## config.mk

```make
export PLATFORM = sky130hd
export DESIGN_NAME = hashed_block_buffer_directory_core
export DESIGN_NICKNAME = d
export VERILOG_FILES = /design/src/design/hbbd_pkg.sv /design/src/design/hashed_block_buffer_directory_core.sv
export SDC_FILE = /design/constraint.sdc
export NUM_CORES = 2
export LEC_CHECK = 0
export BUFFER_PORTS_ARGS = -buffer_cell sky130_fd_sc_hd__buf_2
export CAP_MARGIN = 30
export CORE_MARGIN = 2
export CORE_UTILIZATION = 40
export CTS_BUF_LIST = sky130_fd_sc_hd__clkbuf_8
export CTS_CLUSTER_DIAMETER = 60
export DETAILED_ROUTE_END_ITERATION = 7
export SETUP_SLACK_MARGIN = 0.5
export SLEW_MARGIN = 5
export SYNTH_ARGS = -nofsm -noshare
export SYNTH_HDL_FRONTEND = slang
export SYNTH_SLANG_ARGS = --single-unit
```

## constraint.sdc

```tcl
create_clock -name clk -period 7.2 [get_ports clk]
set_clock_uncertainty 0.05 [all_clocks]
set_input_delay 0.72 -clock clk [delete_from_list [all_inputs] [get_ports clk]]
set_output_delay 0.72 -clock clk [all_outputs]
set_load 0.02 [all_outputs]
```

## src/design/hbbd_pkg.sv

```systemverilog
package hbbd_pkg;

  localparam int LINK_W = 6;
  localparam logic [LINK_W-1:0] NO_LINK = 6'd63;
  localparam logic [7:0] REFS_MAX = 8'd255;

  typedef enum logic [1:0] {
    OP_READ  = 2'd0,
    OP_REL   = 2'd1,
    OP_PIN   = 2'd2,
    OP_UNPIN = 2'd3
  } op_t;

  typedef enum logic [1:0] {
    ST_OK        = 2'd0,
    ST_NO_FREE   = 2'd1,
    ST_UNDERFLOW = 2'd2,
    ST_RSVD      = 2'd3
  } status_t;

  typedef struct packed {
    op_t         opcode;
    logic [7:0]  device_number;
    logic [31:0] block_number;
    logic [4:0]  buffer_select;
  } req_t;

  typedef struct packed {
    logic [4:0] buffer_index;
    logic       hit;
    logic       needs_fill;
    status_t    status;
  } rsp_t;

endpackage

```

## src/design/hashed_block_buffer_directory_core.sv

```systemverilog
// Buffer directory of a block cache: buffers sit in per-bucket linked lists, a block hashes to
// bucket block_number mod BUCKET_COUNT. One item is handled at a time by a small sequencer
// around a single walker that visits one list entry per cycle. A read first reduces the
// block number to its bucket (folding the bytes with constant residues, then a reciprocal
// multiply), then walks its bucket for a match and again for an unreferenced buffer; on a
// full miss it walks the other buckets in order and relinks the victim. A finished result
// waits in an output register.
module hashed_block_buffer_directory_core #(
  parameter int BUFFER_COUNT = 32,
  parameter int BUCKET_COUNT = 16
) (
  input  logic                clk,
  input  logic                rst,
  input  logic                req_valid,
  output logic                req_ready,
  input  hbbd_pkg::req_t      req,
  output logic                rsp_valid,
  input  logic                rsp_ready,
  output hbbd_pkg::rsp_t      rsp
);

  localparam int IW = (BUFFER_COUNT > 1) ? $clog2(BUFFER_COUNT) : 1;
  localparam int BW = (BUCKET_COUNT > 1) ? $clog2(BUCKET_COUNT) : 1;
  localparam int SW = $clog2(BUFFER_COUNT + 1);
  localparam int LW = hbbd_pkg::LINK_W;
  // residues of the byte weights, and the reciprocal for the folded value
  localparam int C1 = 256 % BUCKET_COUNT;
  localparam int C2 = 65536 % BUCKET_COUNT;
  localparam int C3 = (1 << 24) % BUCKET_COUNT;
  localparam int RS = 15 + BW;
  localparam longint unsigned RECIP =
    ((64'd1 << RS) + 64'(BUCKET_COUNT) - 64'd1) / 64'(BUCKET_COUNT);

  typedef enum logic [3:0] {
    S_IDLE, S_HASH, S_MATCH, S_FREE, S_STEAL_HEAD, S_STEAL_WALK,
    S_UNLINK, S_INSERT, S_OP, S_FINISH
  } state_t;

  state_t state;

  logic [7:0]    entry_device [BUFFER_COUNT];
  logic [31:0]   entry_block  [BUFFER_COUNT];
  logic          entry_valid  [BUFFER_COUNT];
  logic [7:0]    entry_refs   [BUFFER_COUNT];
  logic [LW-1:0] entry_link   [BUFFER_COUNT];
  logic [LW-1:0] bucket_first [BUCKET_COUNT];

  hbbd_pkg::op_t op;
  logic [7:0]    dev;
  logic [31:0]   blk;
  logic [1:0]    hash_cnt;
  logic [14:0]   fold;
  logic [14:0]   quot;
  logic [BW-1:0] bk;
  logic [BW:0]   ob;
  logic [LW-1:0] cur;
  logic [SW-1:0] steps;
  logic [LW-1:0] victim;
  logic [LW-1:0] vlink;
  logic [LW-1:0] grant;
  logic          hit;
  logic          fill;
  hbbd_pkg::status_t status;

  logic [14:0]   fold_calc;
  logic [31:0]   recip_prod;
  logic [14:0]   rem_calc;
  logic [IW-1:0] ci;
  logic          cur_ok;
  logic          walk_end;
  logic [BW-1:0] bsel;
  logic [LW-1:0] first_rd;
  logic [7:0]    rd_refs;
  logic [LW-1:0] rd_link;
  logic          is_match;
  logic [7:0]    refs_inc;

  // block number mod bucket count, one stage per cycle
  assign fold_calc  = 15'(blk[7:0]) + 15'(blk[15:8]) * 15'(C1)
                    + 15'(blk[23:16]) * 15'(C2) + 15'(blk[31:24]) * 15'(C3);
  assign recip_prod = 32'(fold) * 32'(RECIP);
  assign rem_calc   = fold - quot * 15'(BUCKET_COUNT);

  assign ci       = cur[IW-1:0];
  assign cur_ok   = cur < LW'(BUFFER_COUNT);
  assign walk_end = !cur_ok || (steps == SW'(BUFFER_COUNT));
  assign bsel     = (state == S_STEAL_HEAD || state == S_STEAL_WALK) ? ob[BW-1:0] : bk;
  assign first_rd = bucket_first[bsel];
  assign rd_refs  = entry_refs[ci];
  assign rd_link  = entry_link[ci];
  assign is_match = (entry_device[ci] == dev) && (entry_block[ci] == blk);
  assign refs_inc = (rd_refs != hbbd_pkg::REFS_MAX) ? rd_refs + 8'd1 : rd_refs;

  assign req_ready = (state == S_IDLE);

  always_ff @(posedge clk) begin
    if (rst) begin
      state     <= S_IDLE;
      rsp_valid <= 1'b0;
      for (int b = 0; b < BUCKET_COUNT; b++) begin
        if (b < BUFFER_COUNT) begin
          bucket_first[b] <= LW'(b + BUCKET_COUNT * ((BUFFER_COUNT - 1 - b) / BUCKET_COUNT));
        end else begin
          bucket_first[b] <= hbbd_pkg::NO_LINK;
        end
      end
      for (int i = 0; i < BUFFER_COUNT; i++) begin
        entry_device[i] <= '0;
        entry_block[i]  <= '0;
        entry_valid[i]  <= 1'b0;
        entry_refs[i]   <= '0;
        entry_link[i]   <= (i >= BUCKET_COUNT) ? LW'(i - BUCKET_COUNT) : hbbd_pkg::NO_LINK;
      end
    end else begin
      if (rsp_valid && rsp_ready && state != S_FINISH) begin
        rsp_valid <= 1'b0;
      end
      unique case (state)
        S_IDLE: begin
          if (req_valid) begin
            op       <= req.opcode;
            dev      <= req.device_number;
            blk      <= req.block_number;
            hash_cnt <= '0;
            hit      <= 1'b0;
            fill     <= 1'b0;
            status   <= hbbd_pkg::ST_OK;
            grant    <= {1'b0, req.buffer_select};
            cur      <= {1'b0, req.buffer_select};
            state    <= (req.opcode == hbbd_pkg::OP_READ) ? S_HASH : S_OP;
          end
        end
        S_HASH: begin
          hash_cnt <= hash_cnt + 2'd1;
          case (hash_cnt)
            2'd0: fold <= fold_calc;
            2'd1: quot <= 15'(recip_prod >> RS);
            2'd2: bk   <= rem_calc[BW-1:0];
            default: begin
              cur   <= first_rd;
              steps <= '0;
              state <= S_MATCH;
            end
          endcase
        end
        S_MATCH: begin
          if (walk_end) begin
            cur   <= first_rd;
            steps <= '0;
            state <= S_FREE;
          end else if (is_match) begin
            grant            <= cur;
            hit              <= 1'b1;
            fill             <= !entry_valid[ci];
            entry_valid[ci]  <= 1'b1;
            entry_refs[ci]   <= refs_inc;
            state            <= S_FINISH;
          end else begin
            cur   <= rd_link;
            steps <= steps + SW'(1);
          end
        end
        S_FREE: begin
          if (walk_end) begin
            ob    <= '0;
            state <= S_STEAL_HEAD;
          end else if (rd_refs == 8'd0) begin
            grant            <= cur;
            fill             <= 1'b1;
            entry_device[ci] <= dev;
            entry_block[ci]  <= blk;
            entry_valid[ci]  <= 1'b1;
            entry_refs[ci]   <= 8'd1;
            state            <= S_FINISH;
          end else begin
            cur   <= rd_link;
            steps <= steps + SW'(1);
          end
        end
        S_STEAL_HEAD: begin
          if (ob == (BW+1)'(BUCKET_COUNT)) begin
            grant  <= '0;
            status <= hbbd_pkg::ST_NO_FREE;
            state  <= S_FINISH;
          end else if (ob[BW-1:0] == bk) begin
            ob <= ob + (BW+1)'(1);
          end else begin
            cur   <= first_rd;
            steps <= '0;
            state <= S_STEAL_WALK;
          end
        end
        S_STEAL_WALK: begin
          if (walk_end) begin
            ob    <= ob + (BW+1)'(1);
            state <= S_STEAL_HEAD;
          end else if (rd_refs == 8'd0) begin
            grant            <= cur;
            victim           <= cur;
            vlink            <= rd_link;
            fill             <= 1'b1;
            entry_device[ci] <= dev;
            entry_block[ci]  <= blk;
            entry_valid[ci]  <= 1'b1;
            entry_refs[ci]   <= 8'd1;
            if (first_rd == cur) begin
              bucket_first[ob[BW-1:0]] <= rd_link;
              state                    <= S_INSERT;
            end else begin
              cur   <= first_rd;
              steps <= '0;
              state <= S_UNLINK;
            end
          end else begin
            cur   <= rd_link;
            steps <= steps + SW'(1);
          end
        end
        S_UNLINK: begin
          if (walk_end) begin
            state <= S_INSERT;
          end else if (rd_link == victim) begin
            entry_link[ci] <= vlink;
            state          <= S_INSERT;
          end else begin
            cur   <= rd_link;
            steps <= steps + SW'(1);
          end
        end
        S_INSERT: begin
          // victim goes to the head of the target bucket
          entry_link[victim[IW-1:0]] <= first_rd;
          bucket_first[bk]           <= victim;
          state                      <= S_FINISH;
        end
        S_OP: begin
          if (cur_ok) begin
            if (op == hbbd_pkg::OP_PIN) begin
              entry_refs[ci] <= refs_inc;
            end else if (rd_refs == 8'd0) begin
              status <= hbbd_pkg::ST_UNDERFLOW;
            end else begin
              entry_refs[ci] <= rd_refs - 8'd1;
            end
          end
          state <= S_FINISH;
        end
        S_FINISH: begin
          if (!rsp_valid || rsp_ready) begin
            rsp_valid        <= 1'b1;
            rsp.buffer_index <= grant[4:0];
            rsp.hit          <= hit;
            rsp.needs_fill   <= fill;
            rsp.status       <= status;
            state            <= S_IDLE;
          end else begin
            rsp_valid <= 1'b1;
          end
        end
        default: state <= S_IDLE;
      endcase
    end
  end

endmodule

```

==> flow_metrics.py <==
metrics = {
    "grt": {
        "grt_max_degree": 79,
        "grt_pass1_vias": 58112,
        "grt_usage_pct": 25.08,
        "gr-total-overflow": 0,
        "antenna_found_initial": 27,
        "grt_first_pass_wirelength_um": 424500,
    },
    "drt": {
        "drt_first_pass_iters": 6,
        "wl_per_cell_um": 29.78,
        "vias_per_cell": 5.848,
        "ant_nets": 0,
        "drt_wl_total_um": 297900,
        "drc_errors": 0,
        "drtIter0Drc": 7896,
        "num_vias": 58514,
    },
    "finish": {
        "final_nets": 6796,
        "drive_gt1_share_pct": 18.64,
        "mostFrequentLayoutCells": "1923 x edfxtp_1, 1263 x and2_1, 427 x mux2i_1",
        "final_common_cell": "edfxtp_1",
        "utilization_pct": 45.28,
        "area_growth_syn_to_layout_pct": 12.29,
        "fill_cells": 20238,
    },
    "floorplanning": {
        "start_util_pct": 40.33,
        "die_w_um": 483.2,
        "die_h_um": 483.2,
        "coreArea_um2": 227700,
        "ios": 62,
        "dieArea_um2": 233400,
        "row_count": 175,
    },
    "worst_setup_path": {
        "critPathMaxStageDelay_ns": 0.81,
        "path_max_fanout": 25,
        "path_cells": "buf_4 > and2_2 > buf_4 > a22oi_1 > and3_1 > a31oi_1 > a21oi_1 > nor3_1 > nor4b_1 > nand4_1 > buf_4 > nor2_1 > nand2_1 > a2111oi_1 > buf_4",
        "crit_path_start_kind": "flop",
        "crit_type": "flop to flop",
        "rr_worst_depth": 15,
        "endpoint_kind": "flop",
        "path_depth": 15,
        "crit_buf_inv": 4,
        "crit_required_ns": 7.88,
        "cp_data_arrival_time_ns": 7.18,
        "crit_top_cell": "buf_4",
        "cpLargestDelayFamily": "simple AND/OR/NAND/NOR gates",
        "critical_path.slowest_cell": "dfxtp_4",
    },
    "synthesis": {
        "syn_area_um2": 91830,
        "synth_cells": 6570,
        "ys_ff_latch": 1965,
        "ys_warn_count": 0,
        "synth-edff-count": 1923,
        "synth_top_cell_area_share_pct": 62.88,
        "synth-main-ff-cell": "edfxtp_1",
        "postSynth.asyncResetShare_pct": 0,
        "synth_nets": 6630,
        "synth.avg_cell_area_um2": 13.98,
        "yosys-top-cells-area": "edfxtp_1 63%, and2_1 8.6%, mux4_2 7.7%, mux2i_1 4.7%, clkbuf_1 1.7%",
        "synth_top_area_cell": "edfxtp_1",
        "synth_seq_area_share_pct": 63.80,
        "ys_types": 85,
    },
    "sta": {
        "hold_viol": 0,
        "hold_slack_ns": 0.1249,
        "report.final.slew_viol_count": 0,
        "rsz0062_at_grt": "false",
        "min_period_ns": 6.502,
        "worstMarginPinSlew_ns": 1.081,
        "fin_crit_sh_pct": 90.31,
        "fin_setup_tns_ns": 0,
        "slew_headroom_pct": 27.96,
        "max_freq_mhz": 153.8,
        "finalSetupViolCount": 0,
    },
    "job": {
        "drv_cap": 0,
    },
    "clocking": {
        "postCtsSetupBuffers": 0,
        "cts_buffers": 354,
        "htreeDepth": 5,
        "ctsResizeCount": 0,
        "root_buffer": "clkbuf_8",
        "cts.clk_slew.worst_paths_ns": 0.06,
        "cts_max_path_buffers": 4,
        "clock_latency_ns": 1.09,
        "clkSinkCount": 1965,
        "cts_tree": "done",
    },
    "placed_design": {
        "routabilityCongestion": 0.8668,
        "hpwlAfterDp_um": 175600,
        "portBuffers": 61,
    },
    "status": {
        "outcome": "completed",
    },
    "min_path": {
        "min_path_type": "input port to flop",
        "whs_path_depth": 3,
    },
    "power_and_ir_drop": {
        "peakVddDrop_uv": 353.6,
        "p_per_area_nw_per_um2": 330.5,
        "power_leakage_nw": 36.68,
        "p_total_mw": 34.08,
    },
}
## per-stage QoR
step           instance area, µm²  worst slack [ns]  cells
2_1_floorplan               91830             2.092   6570
3_3_place_gp                96050            0.6802   9319
3_5_place_dp                96400            0.7513   9339
4_1_cts                    102900            0.7162   9988
5_1_grt                    103100            0.5214  10000
6_report                   103100            0.6975  10006
## report_power, final
| part | switching [mW] | leakage (nW) | internal (mW) |
|---|---|---|---|
| Combinational | 7.30 | 13.6 | 3.85 |
| Clock | 4.67 | 3.58 | 4.83 |
| Sequential | 0.423 | 19.5 | 13.0 |
## repair_timing
action                     in CTS  in global routing
hold endpoints to repair       43                  0
hold buffers                   43                  0
setup endpoints to repair       0                  0
## cell families after synthesis
| group | synth area share, % |
|---|---|
| muxes | 13.03 |
| xor gates and xnor gates | 0.5436 |
| buffers and inverters | 3.307 |
| DFF | 63.80 |
| AOI/OAI and AO/OA | 4.180 |
| and+or+nand+nor | 15.02 |
| adders and majority gates | 0.1226 |
## synthesized netlist by cell type, types with 57 or more instances
library cell	count
nand3_1	80
mux2i_1	429
nor3_1	261
and2_1	1264
edfxtp_1	1923
or2_2	61
buf_2	126
a22oi_1	155
clkbuf_1	413
a21oi_1	97
inv_1	57
nor2_1	292
mux4_2	315
nand2_1	333
o22ai_1	74
## worst paths after layout
path | startpoint | to | slack, ns
worst max register to register | flop | grant[3] | 0.70
worst min-delay path | req[1] | cur[1] | 0.12
worst max-delay path | flop | grant[3] | 0.70
worst min register to register | fold[3] | bk[3] | 0.37
## cell type report
cell class	instances	area (µm²)	area share (%)
Clock buffer	360	4955	4.805
Timing Repair Buffer	432	3706	3.594
Clock inverter	246	1165	1.130
Antenna cell	11	27.53	0.02669
Tap cell	3009	3765	3.651
Sequential cell	1965	58600	56.83
Multi-Input combinational cell	3923	30680	29.75
Inverter	60	225.2	0.2184
## sequential cells by signal, summed over array words and instances, names as in the netlist, 8 cells and up, named ones only
signal / cells
blk: 32
bucket_first: 96
dev: 8
entry_block: 1024
entry_device: 256
entry_link: 192
entry_refs: 256
entry_valid: 32
rsp: 9
## worst register-to-register path: stages (launching register included)
cell	delay, ns
dfxtp_4	0.81
buf_4	0.50
and2_2	0.49
buf_4	0.40
a22oi_1	0.16
and3_1	0.23
a31oi_1	0.18
a21oi_1	0.09
nor3_1	0.53
nor4b_1	0.62
nand4_1	0.43
buf_4	0.31
nor2_1	0.21
nand2_1	0.14
a2111oi_1	0.75
buf_4	0.27
## layer usage
layer	global-route usage (%)	wire (µm)
met1	35.12	120900
met2	38.76	135600
met3	5.265	30930
met4	8.728	10460
met5	0	46
Power figures use the tool's default switching activity.
